<file path="src/design/utt_pkg.sv">
// ----------------------------------------------------------------------------
// UTF-16 to UTF-8 transcoder package
// Shared types and constants for the transcoder's front end, queue and back end.
// ----------------------------------------------------------------------------
package utt_pkg;

  localparam int unsigned QueueDepthDefault = 2;
  localparam logic [6:0]  ByteLimitReset    = 7'd60;

  // One input word.
  typedef struct packed {
    logic [15:0] code_unit;
    logic        string_start;
    logic        string_end;
  } utt_in_t;

  // One output word.
  typedef struct packed {
    logic [7:0] out_byte;
    logic       last_of_run;
    logic       terminator;
  } utt_out_t;

  // Byte sequence prepared by the front end for one input word. The bytes go
  // out in index order, followed by a terminator if term is set.
  typedef struct packed {
    logic [3:0][7:0] seq_bytes;
    logic [2:0]      nbytes;
    logic            term;
  } utt_job_t;

endpackage

</file>
<file path="src/design/utt_front.sv">
// ----------------------------------------------------------------------------
// Transcoder front end
// Accepts code units, tracks surrogate and string state, and queues the bytes.
// ----------------------------------------------------------------------------
module utt_front
  import utt_pkg::*;
(
  input  logic       clk_i,
  input  logic       rst_ni,
  input  logic       in_valid_i,
  output logic       in_ready_o,
  input  utt_in_t    in_data_i,
  input  logic       cfg_valid_i,
  output logic       cfg_ready_o,
  input  logic [6:0] cfg_data_i,
  input  logic       q_full_i,
  output logic       q_push_o,
  output utt_job_t   q_data_o
);

  localparam logic [15:0] HighSurrFirst = 16'hD800;
  localparam logic [15:0] HighSurrLast  = 16'hDBFF;
  localparam logic [10:0] PlaneOffset   = 11'h040;  // 0x10000 >> 10
  localparam logic [6:0]  CountMax      = 7'h7F;

  logic [6:0] byte_limit_q;
  logic [9:0] pending_high_q, pending_high_d;
  logic       pending_valid_q, pending_valid_d;
  logic [6:0] byte_count_q, byte_count_d;
  logic       finished_q, finished_d;
  utt_job_t   job;
  logic       accept;

  assign in_ready_o  = !q_full_i;
  assign cfg_ready_o = 1'b1;
  assign accept      = in_valid_i && in_ready_o;

  always_comb begin
    logic [15:0] unit;
    logic [20:0] cp;
    logic [10:0] cp_hi;
    logic [7:0]  sum;
    logic        no_end_check;
    unit            = in_data_i.code_unit;
    cp_hi           = {1'b0, pending_high_q} + PlaneOffset;
    cp              = {cp_hi[10:0], unit[9:0]};
    sum             = '0;
    no_end_check    = 1'b0;
    job             = '0;
    pending_high_d  = pending_high_q;
    pending_valid_d = pending_valid_q;
    byte_count_d    = byte_count_q;
    finished_d      = finished_q;
    if (in_data_i.string_start) begin
      pending_high_d  = '0;
      pending_valid_d = 1'b0;
      byte_count_d    = '0;
      finished_d      = 1'b0;
    end
    if (!finished_d) begin
      // A held high surrogate always takes this word as its low half.
      if (pending_valid_d) begin
        job.seq_bytes[0] = {5'b11110, cp[20:18]};
        job.seq_bytes[1] = {2'b10, cp[17:12]};
        job.seq_bytes[2] = {2'b10, cp[11:6]};
        job.seq_bytes[3] = {2'b10, cp[5:0]};
        job.nbytes       = 3'd4;
        pending_valid_d  = 1'b0;
        pending_high_d   = '0;
      end else if (unit == '0) begin
        job.term     = 1'b1;
        finished_d   = 1'b1;
        no_end_check = 1'b1;
      end else if (unit >= HighSurrFirst && unit <= HighSurrLast) begin
        if (!in_data_i.string_end) begin
          pending_high_d  = unit[9:0];
          pending_valid_d = 1'b1;
          no_end_check    = 1'b1;
        end
      end else if (unit[15:7] == '0) begin
        job.seq_bytes[0] = unit[7:0];
        job.nbytes       = 3'd1;
      end else if (unit[15:11] == '0) begin
        job.seq_bytes[0] = {3'b110, unit[10:6]};
        job.seq_bytes[1] = {2'b10, unit[5:0]};
        job.nbytes       = 3'd2;
      end else begin
        job.seq_bytes[0] = {4'b1110, unit[15:12]};
        job.seq_bytes[1] = {2'b10, unit[11:6]};
        job.seq_bytes[2] = {2'b10, unit[5:0]};
        job.nbytes       = 3'd3;
      end
      if (!no_end_check) begin
        sum          = {1'b0, byte_count_d} + {5'b0, job.nbytes};
        byte_count_d = sum[7] ? CountMax : sum[6:0];
        if (in_data_i.string_end || byte_count_d >= byte_limit_q) begin
          job.term        = 1'b1;
          finished_d      = 1'b1;
          pending_valid_d = 1'b0;
          pending_high_d  = '0;
        end
      end
    end
  end

  assign q_push_o = accept && (job.term || job.nbytes != '0);
  assign q_data_o = job;

  always_ff @(posedge clk_i or negedge rst_ni) begin
    if (!rst_ni) begin
      byte_limit_q    <= ByteLimitReset;
      pending_high_q  <= '0;
      pending_valid_q <= 1'b0;
      byte_count_q    <= '0;
      finished_q      <= 1'b0;
    end else begin
      if (cfg_valid_i && cfg_ready_o) begin
        byte_limit_q <= cfg_data_i;
      end
      if (accept) begin
        pending_high_q  <= pending_high_d;
        pending_valid_q <= pending_valid_d;
        byte_count_q    <= byte_count_d;
        finished_q      <= finished_d;
      end
    end
  end

  // Once the string is closed no surrogate can be held.
  a_no_pending_when_finished: assert property (@(posedge clk_i) disable iff (!rst_ni)
    !(pending_valid_q && finished_q))
    else $error("surrogate held after string end");

  // Every pushed sequence carries at least one byte.
  a_push_not_empty: assert property (@(posedge clk_i) disable iff (!rst_ni)
    q_push_o |-> (q_data_o.term || q_data_o.nbytes != '0))
    else $error("empty sequence queued");

  // A surrogate pair always gives exactly four bytes.
  a_pair_four_bytes: assert property (@(posedge clk_i) disable iff (!rst_ni)
    (accept && pending_valid_q && !finished_q && !in_data_i.string_start)
      |-> (q_push_o && q_data_o.nbytes == 3'd4))
    else $error("surrogate pair not four bytes");

endmodule

</file>
<file path="src/design/utt_queue.sv">
// ----------------------------------------------------------------------------
// Transcoder sequence queue
// Small register queue between the front end and the back end.
// ----------------------------------------------------------------------------
module utt_queue
  import utt_pkg::*;
#(
  parameter int unsigned Depth = QueueDepthDefault
) (
  input  logic     clk_i,
  input  logic     rst_ni,
  input  logic     push_i,
  input  utt_job_t push_data_i,
  output logic     full_o,
  input  logic     pop_i,
  output utt_job_t head_o,
  output logic     empty_o
);

  localparam int unsigned PtrW = (Depth > 1) ? $clog2(Depth) : 1;
  localparam int unsigned CntW = $clog2(Depth + 1);
  localparam logic [PtrW-1:0] LastPtr = PtrW'(Depth - 1);
  localparam logic [CntW-1:0] FullCnt = CntW'(Depth);

  utt_job_t        entries_q [Depth];
  logic [PtrW-1:0] wr_ptr_q, rd_ptr_q;
  logic [CntW-1:0] count_q;

  assign full_o  = count_q == FullCnt;
  assign empty_o = count_q == '0;
  assign head_o  = entries_q[rd_ptr_q];

  always_ff @(posedge clk_i) begin
    if (push_i) begin
      entries_q[wr_ptr_q] <= push_data_i;
    end
  end

  always_ff @(posedge clk_i or negedge rst_ni) begin
    if (!rst_ni) begin
      wr_ptr_q <= '0;
      rd_ptr_q <= '0;
      count_q  <= '0;
    end else begin
      if (push_i) begin
        wr_ptr_q <= (wr_ptr_q == LastPtr) ? '0 : wr_ptr_q + 1'b1;
      end
      if (pop_i) begin
        rd_ptr_q <= (rd_ptr_q == LastPtr) ? '0 : rd_ptr_q + 1'b1;
      end
      if (push_i && !pop_i) begin
        count_q <= count_q + 1'b1;
      end else if (pop_i && !push_i) begin
        count_q <= count_q - 1'b1;
      end
    end
  end

  a_no_overflow: assert property (@(posedge clk_i) disable iff (!rst_ni)
    push_i |-> !full_o)
    else $error("push into full queue");

  a_no_underflow: assert property (@(posedge clk_i) disable iff (!rst_ni)
    pop_i |-> !empty_o)
    else $error("pop from empty queue");

  a_count_bound: assert property (@(posedge clk_i) disable iff (!rst_ni)
    count_q <= FullCnt)
    else $error("queue count out of range");

endmodule

</file>
<file path="src/design/utt_back.sv">
// ----------------------------------------------------------------------------
// Transcoder back end
// Sends queued bytes via an output register, one word per cycle unless stalled.
// ----------------------------------------------------------------------------
module utt_back
  import utt_pkg::*;
(
  input  logic     clk_i,
  input  logic     rst_ni,
  input  utt_job_t head_i,
  input  logic     empty_i,
  output logic     pop_o,
  output logic     out_valid_o,
  input  logic     out_ready_i,
  output utt_out_t out_data_o
);

  logic [2:0] idx_q, idx_d;
  logic       out_valid_q, out_valid_d;
  utt_out_t   out_q, out_d;
  logic       emit, byte_is_term, is_last;

  assign emit         = (!out_valid_q || out_ready_i) && !empty_i;
  assign byte_is_term = idx_q == head_i.nbytes;
  assign is_last      = byte_is_term || (!head_i.term && idx_q == head_i.nbytes - 3'd1);
  assign pop_o        = emit && is_last;

  always_comb begin
    out_d.out_byte    = byte_is_term ? 8'h00 : head_i.seq_bytes[idx_q[1:0]];
    out_d.last_of_run = is_last;
    out_d.terminator  = byte_is_term;
    if (pop_o) begin
      idx_d = '0;
    end else if (emit) begin
      idx_d = idx_q + 3'd1;
    end else begin
      idx_d = idx_q;
    end
    if (emit) begin
      out_valid_d = 1'b1;
    end else if (out_ready_i) begin
      out_valid_d = 1'b0;
    end else begin
      out_valid_d = out_valid_q;
    end
  end

  always_ff @(posedge clk_i) begin
    if (emit) begin
      out_q <= out_d;
    end
  end

  always_ff @(posedge clk_i or negedge rst_ni) begin
    if (!rst_ni) begin
      idx_q       <= '0;
      out_valid_q <= 1'b0;
    end else begin
      idx_q       <= idx_d;
      out_valid_q <= out_valid_d;
    end
  end

  assign out_valid_o = out_valid_q;
  assign out_data_o  = out_q;

  a_term_is_last: assert property (@(posedge clk_i) disable iff (!rst_ni)
    (out_valid_q && out_q.terminator) |-> (out_q.last_of_run && out_q.out_byte == 8'h00))
    else $error("terminator not a closing zero word");

  a_idx_in_range: assert property (@(posedge clk_i) disable iff (!rst_ni)
    !empty_i |-> (idx_q <= head_i.nbytes))
    else $error("byte index past sequence");

  a_idx_restarts: assert property (@(posedge clk_i) disable iff (!rst_ni)
    pop_o |=> (idx_q == '0))
    else $error("byte index not cleared after sequence");

endmodule

</file>
<file path="src/design/utf16_to_utf8_transcoder_unit.sv">
// ----------------------------------------------------------------------------
// UTF-16 to UTF-8 transcoder unit
// Converts a stream of UTF-16 code units into UTF-8 bytes with string framing.
// ----------------------------------------------------------------------------
// Usage. The input channel (in_valid_i, in_ready_o, in_data_i) takes one code
// unit per word with string start and end marks. The output channel
// (out_valid_o, out_ready_i, out_data_o) gives one UTF-8 byte per word, with
// last_of_run on the final byte caused by an input word and terminator on the
// closing zero byte of a string. The configuration channel (cfg_valid_i,
// cfg_ready_o, cfg_data_i) writes the byte limit; it is always ready and should
// only be used while the unit is idle.
// The bytes of an input word are written into the sequence queue and then
// pass through the output register. Throughput: the output register moves
// one byte per cycle while the receiver is ready; an input word causes from
// none to five bytes, a basic-plane character up to three plus a terminator.
// A new input word is taken every cycle while the sequence queue has room.
// Reset clears the surrogate, byte count and string state, empties the queue
// and sets the byte limit to 60. When the receiver stalls, the output word
// holds, the queue fills, and in_ready_o falls once it is full.
// ----------------------------------------------------------------------------
module utf16_to_utf8_transcoder_unit
  import utt_pkg::*;
#(
  parameter int unsigned QueueDepth = QueueDepthDefault
) (
  input  logic       clk_i,
  input  logic       rst_ni,
  input  logic       in_valid_i,
  output logic       in_ready_o,
  input  utt_in_t    in_data_i,
  output logic       out_valid_o,
  input  logic       out_ready_i,
  output utt_out_t   out_data_o,
  input  logic       cfg_valid_i,
  output logic       cfg_ready_o,
  input  logic [6:0] cfg_data_i
);

  logic     q_push, q_full, q_pop, q_empty;
  utt_job_t q_wdata, q_head;

  utt_front u_front (
    .clk_i      (clk_i),
    .rst_ni     (rst_ni),
    .in_valid_i (in_valid_i),
    .in_ready_o (in_ready_o),
    .in_data_i  (in_data_i),
    .cfg_valid_i(cfg_valid_i),
    .cfg_ready_o(cfg_ready_o),
    .cfg_data_i (cfg_data_i),
    .q_full_i   (q_full),
    .q_push_o   (q_push),
    .q_data_o   (q_wdata)
  );

  utt_queue #(
    .Depth(QueueDepth)
  ) u_queue (
    .clk_i      (clk_i),
    .rst_ni     (rst_ni),
    .push_i     (q_push),
    .push_data_i(q_wdata),
    .full_o     (q_full),
    .pop_i      (q_pop),
    .head_o     (q_head),
    .empty_o    (q_empty)
  );

  utt_back u_back (
    .clk_i      (clk_i),
    .rst_ni     (rst_ni),
    .head_i     (q_head),
    .empty_i    (q_empty),
    .pop_o      (q_pop),
    .out_valid_o(out_valid_o),
    .out_ready_i(out_ready_i),
    .out_data_o (out_data_o)
  );

endmodule
</file>
<file path="config.mk">
export PLATFORM = sky130hd
export DESIGN_NAME = utf16_to_utf8_transcoder_unit
export DESIGN_NICKNAME = d
export VERILOG_FILES = /design/src/design/utt_pkg.sv /design/src/design/utt_front.sv /design/src/design/utt_queue.sv /design/src/design/utt_back.sv /design/src/design/utf16_to_utf8_transcoder_unit.sv
export SDC_FILE = /design/constraint.sdc
export NUM_CORES = 1
export LEC_CHECK = 0
export ABC_AREA = 0
export ABC_CLOCK_PERIOD_IN_PS = 12760
export BUFFER_PORTS_ARGS = -buffer_cell sky130_fd_sc_hd__buf_4
export CAP_MARGIN = 20
export CORE_ASPECT_RATIO = 0.6
export CORE_MARGIN = 2
export CORE_UTILIZATION = 43
export CTS_CLUSTER_SIZE = 10
export DETAILED_ROUTE_END_ITERATION = 12
export PLACE_DENSITY = 0.67
export SLEW_MARGIN = 30
export SYNTH_ARGS = -nofsm -noshare
export SYNTH_HDL_FRONTEND = slang
export SYNTH_SLANG_ARGS = --single-unit
</file>
<file path="constraint.sdc">
create_clock -name clk_i -period 12.76 [get_ports clk_i]
set_clock_uncertainty 0.2 [all_clocks]
set_input_delay 2.552 -clock clk_i [delete_from_list [all_inputs] [get_ports clk_i]]
set_output_delay 2.552 -clock clk_i [all_outputs]
set_load 0.01 [all_outputs]
</file>
* Yosys cells after proc, flatten, opt, wreduce, memory -nomap -nowiden
Memory sizes are Yosys's and may differ from the RTL's.
Cells that the tools add are included.
** Word-level totals
- Memories kept :: 1
- Logic and storage cells :: 106
- Input bits :: 30
- Register bits :: 44
- Memory bits (writable) :: 72
** Memories
- u_queue.entries_q :: words 2, width 36, read ports 1, clocked after Yosys merged registers in 0, write ports 1, line utt_queue.sv:25 : utt_job_t entries_q [Depth];
** Operators by class
- Reduce and logical (&&, ||, !) cells :: 26
- Mux-type cells :: 51
- Magnitude comparators :: 4
- Equal/unequal tests :: 3
- Add/sub/neg operators :: 8
** Operators with widths (count)
- 27-bit two-way mux :: 4
- 10-bit two-way mux :: 8
- 36-bit two-way mux :: 1
- 7-bit two-way mux :: 4
- 8-bit two-way mux :: 3
- 1-bit two-way mux :: 23
- 17-bit two-way mux :: 1
- 8-bit binary-select mux with 2-bit select :: 1
- 16-bit greater-or-equal comparator, second input constant :: 1
- 16-bit <= comparator, second input constant :: 1
- 16-bit logical NOT :: 1
- 16-bit two-way mux :: 1
- 10-bit by 7-bit adder with 11-bit output, second input constant :: 1
- 11-bit two-way mux :: 1
- 9-bit logical NOT :: 1
- 7-bit by 3-bit adder with 8-bit output :: 1
- 1-bit logical AND :: 8
- 7-bit greater-or-equal comparator :: 1
- 3-bit == test :: 2
- 1-bit logical NOT :: 6
- 3-bit two-way mux :: 2
- 2-bit nonzero test :: 3
- 5-bit logical NOT :: 1
- 1-bit logical OR :: 4
- other kinds (10) :: 12

* Depth between registers and ports, before layout
- Word-level depth :: 21
- Mapped depth :: 20

* Cells and area by module
From an unflattened synthesis, not the netlist that was laid out.
** Unflattened totals
- Cells, all modules :: 470
- Area total of the unflattened synthesis :: 6058.3 sq um
** By module, submodules not included
- utt_queue :: seq. area each 2262.2 sq um, area each 2934.1 sq um, cells an instance 128, times used 1
- utt_front :: seq. area each 655.6 sq um, area each 2283.4 sq um, cells an instance 284, times used 1
- utt_back :: seq. area each 400.4 sq um, area each 840.8 sq um, cells an instance 58, times used 1

* Least setup slack after synthesis
No wires, ideal clock.
- Path type :: input-to-reg
- Start :: input port in_data_i[15] (netlist name)
- End :: memory u_queue.entries_q[0][0] (netlist name) (data pin)
- Path slack :: 6.344 ns
- Stages on the path :: 19
- Library setup time :: 0.258 ns
- Buffers on the path :: 0
- Arrival :: 5.959 ns
- Path through :: nor4_1 > nand3b_1 > nor3_1 > or2_2 > a211oi_1 > ha_1 > inv_1 > fa_1 > inv_1 > a21oi_1 > nor2_1 > a211oi_1 > ha_1 > a21oi_1 > nor2_1 > a2111oi_0 > o31a_1 > o21ai_0 > and2_1
** RTL lines
- start: declaration :: line utf16_to_utf8_transcoder_unit.sv:30 : input utt_in_t in_data_i,
- end: declaration :: line utt_queue.sv:25

==> flow_metrics.py <==
metrics = {
    "hold_path": {
        "hp-start": "u_back.out_valid_o",
        "worstHoldPathType": "reg2reg",
        "worstHoldEndpoint": "u_back.out_valid_o",
        "min_delay_path_depth": 2,
    },
    "timing": {
        "slew_headroom_pct": 40.43,
        "holdWs_ps": 305.8,
        "post-route-period-util_pct": 55.46,
        "grt_setup_unrepaired": "no",
        "finalSetupTns_ps": 0,
        "hold_viol": 0,
        "min_period_ps": 7077,
        "tightest_slew_ps": 886.7,
        "drv_slew": 0,
        "finalSetupViolations": 0,
        "fmax_ghz": 0.1413,
    },
    "clock_tree": {
        "clock_latency_ps": 340,
        "h-tree-depth": 3,
        "clockBufferDepth": 2,
        "cts.reportedPaths.clkPinSlew_ps": 80,
        "clock_tree.root_cell": "clkbuf_16",
        "cts_buffers": 9,
        "cts_tree": "built",
        "clock-sinks": 108,
        "ctsResizeCount": 0,
        "post-cts-setup-buffers": 0,
        "holdBufCountCts": 0,
    },
    "floorplanning": {
        "rows": 31,
        "dieArea_mm2": 0.01330,
        "die_h_um": 90.15,
        "die_w_um": 147.6,
        "io-pin-count": 43,
        "initial_utilization_pct": 44.09,
        "core_mm2": 0.01206,
    },
    "drt": {
        "drt_iter0_markers": 471,
        "viasPerCell": 5.671,
        "wl_per_cell_um": 18.57,
        "vias": 3635,
        "dr.pass1.iters": 5,
        "drtAntennaViolNets": 0,
        "drc": 0,
        "finalWirelength_um": 11900,
    },
    "critical_path": {
        "crit_type": "in2reg",
        "worst-path-buf-inv": 3,
        "cp_max_fo": 8,
        "crit_slowest_cell": "nor2b_1",
        "start_kind": "input port",
        "cp.required_ps": 12650,
        "r2r_cells": 18,
        "worstPathCellList": "buf_4 > nor4_1 > nor2b_1 > a211oi_1 > ha_1 > inv_1 > fa_1 > inv_1 > a21oi_1 > nor2_1 > a211oi_1 > ha_1 > a21oi_1 > nor2_1 > a2111oi_0 > o31a_1 > o21ai_0 > and2_1",
        "r2r_slack_ps": 7830,
        "critPathTopFamily": "compound AO/OA/AOI/OAI gates",
        "max_stage_delay_ps": 700,
        "cp.arrival_ps": 6970,
        "crit_path_end_kind": "register",
        "r2r_start": "u_front.pending_valid_q",
        "rr_endpoint": "u_queue.entries_q[1][0]",
    },
    "logic_synthesis": {
        "syn-cell-area_mm2": 0.005319,
        "synth_top_family_by_area": "simple AND/OR/NAND/NOR gates",
        "synth.most_common_cell": "edfxtp_1",
        "yosys.area_share.simple_pct": 13.22,
        "ys_warn_count": 0,
        "synth-xor-area-share_pct": 2.399,
        "synth.area.top_cells": "edfxtp_1 42%, dfrtp_1 14%, nand2_1 3.9%, ha_1 3.3%, mux2i_1 3.0%",
        "yosys.area.top_type": "edfxtp_1",
        "ys_seq_area_share_pct": 57.87,
        "synth-edff-count": 74,
        "synth_cells": 433,
        "synthAdderAreaFrac_pct": 3.670,
        "syn-num-nets": 478,
        "synthMuxAreaShare_pct": 9.363,
        "ys_ff_latch": 108,
        "synth.top_cell.area_share_pct": 41.78,
        "synthDistinctLibCells": 59,
        "synth_compound_area_share_pct": 10.47,
        "ys.flop_type": "edfxtp_1",
        "syn_area_per_cell_um2": 12.28,
        "synthArstFlopShare_pct": 31.48,
        "ys_top_cells_by_count": "74 x edfxtp_1, 55 x nand2_1, 32 x nor2_1",
    },
    "place": {
        "place_hpwl_um": 8593,
        "place_congestion": 0.9344,
        "io_buffers": 41,
    },
    "pwr": {
        "vdd_drop_max_mv": 0.08276,
        "power_density_mw_per_mm2": 200.2,
        "leakage_nw": 2.399,
    },
    "global_route": {
        "grt_usage_pct": 18.72,
        "grt_max_degree": 35,
        "grt_pass1_wl_um": 19250,
        "antenna_found_initial": 0,
        "grt_pass1_vias": 3491,
        "gr-total-overflow": 0,
    },
    "flow_run": {
        "drv_cap": 0,
    },
    "status": {
        "status": "completed",
    },
    "final_layout": {
        "antennaDiodeCount": 0,
        "area_delta_synth_final_pct": 14.91,
        "final_layout_size_suffix_gt1_share_pct": 17.65,
        "nNetsFinal": 516,
    },
}
flip-flops by register name, indices dropped and copies added, names as in the netlist:
| name | flops |
|---|---|
| u_queue.rd_ptr_q | 1 |
| u_queue.wr_ptr_q | 1 |
| u_front.byte_count_q | 7 |
| u_back.out_data_o | 10 |
| u_front.byte_limit_q | 7 |
| u_back.out_valid_o | 1 |
| u_front.pending_valid_q | 1 |
| u_back.idx_q | 3 |
| u_queue.entries_q | 64 |
| u_queue.count_q | 2 |
| u_front.pending_high_q | 10 |
| u_front.finished_q | 1 |
how the worst max path moves through the flow:
stage | startpoint | to | slack [ps] | depth (start not counted)
2_1_floorplan | in_data_i[15] | u_queue.entries_q[0][0] | 6340 | 19
6_report | in_data_i[15] | u_queue.entries_q[1][0] | 5680 | 18
5_1_grt | in_data_i[15] | u_queue.entries_q[1][0] | 5150 | 20
3_5_place_dp | in_data_i[15] | u_queue.entries_q[0][0] | 5440 | 18
3_3_place_gp | in_data_i[15] | u_queue.entries_q[0][0] | 5500 | 18
4_1_cts | in_data_i[15] | u_queue.entries_q[1][0] | 5790 | 18
power by group:
part | switching, mW | internal, mW
sequential | 0.0529 | 0.487
clock | 0.130 | 0.175
combinational | 0.209 | 0.170
cell type report:
type | count | area, µm²
timing repair buffer | 45 | 337.8
fill | 1067 | 5951
clock buffer | 9 | 225.2
multi-input combinational | 291 | 2101
tap | 165 | 206.4
clock inverter | 7 | 103.9
sequential | 108 | 3078
inverter | 16 | 60.06
metal layers:
| metal | vias up | track usage, % | wire, µm |
|---|---|---|---|
| met3 | 14 | 4.365 | 947 |
| met5 | - | 0 | 0 |
| met1 | 1794 | 29.19 | 5780 |
| li1 | 1679 | - | - |
| met2 | 148 | 26.32 | 5039 |
| met4 | 0 | 4.407 | 132 |
per-stage QoR:
| step | cells | setup slack (ps) | utilization, % | area, µm² | total power [mW] |
|---|---|---|---|---|---|
| floorplan | 433 | 6344 | - | 5319 | 0.8110 |
| CTS | 641 | 5794 | 50.58 | 6101 | 1.234 |
| global route | 641 | 5150 | 50.67 | 6112 | 1.299 |
| detailed placement | 625 | 5442 | 47.85 | 5772 | 0.9281 |
| finish | 641 | 5683 | 50.67 | 6112 | 1.224 |
| global placement | 625 | 5505 | 47.85 | 5772 | 0.9176 |
layout by cell type, fill, tap and decap left out, types with 10 or more instances in the layout:
cell type	synthesis	routed
mux2i_1	16	16
nor2_1	32	31
a22oi_1	10	10
buf_4	1	45
inv_1	15	15
o21ai_1	12	12
a21oi_1	25	25
dfrtp_1	30	30
o21ai_0	14	14
edfxtp_1	74	74
nand2_1	55	55
ha_1	14	14
kinds of logic (layout without fill, tap and decap cells):
group           count (synthesis)  after routing
other cells                     1              1
buf+inv                        34             77
mux                            31             31
fa+ha+maj                      15             15
compound gates                 89             89
xor+xnor                       13             13
simple gates                  142            142
flops                         108            108
worst register-to-register path: cells and delay by family (launching register included):
kind,cells,cell delay (ps)
AOI/OAI and AO/OA,8,1850
DFF,1,420
buffers and inverters,4,480
and+or+nand+nor,3,780
adders and majority gates,3,960
Note: power is estimated with default switching activity, not from simulation.
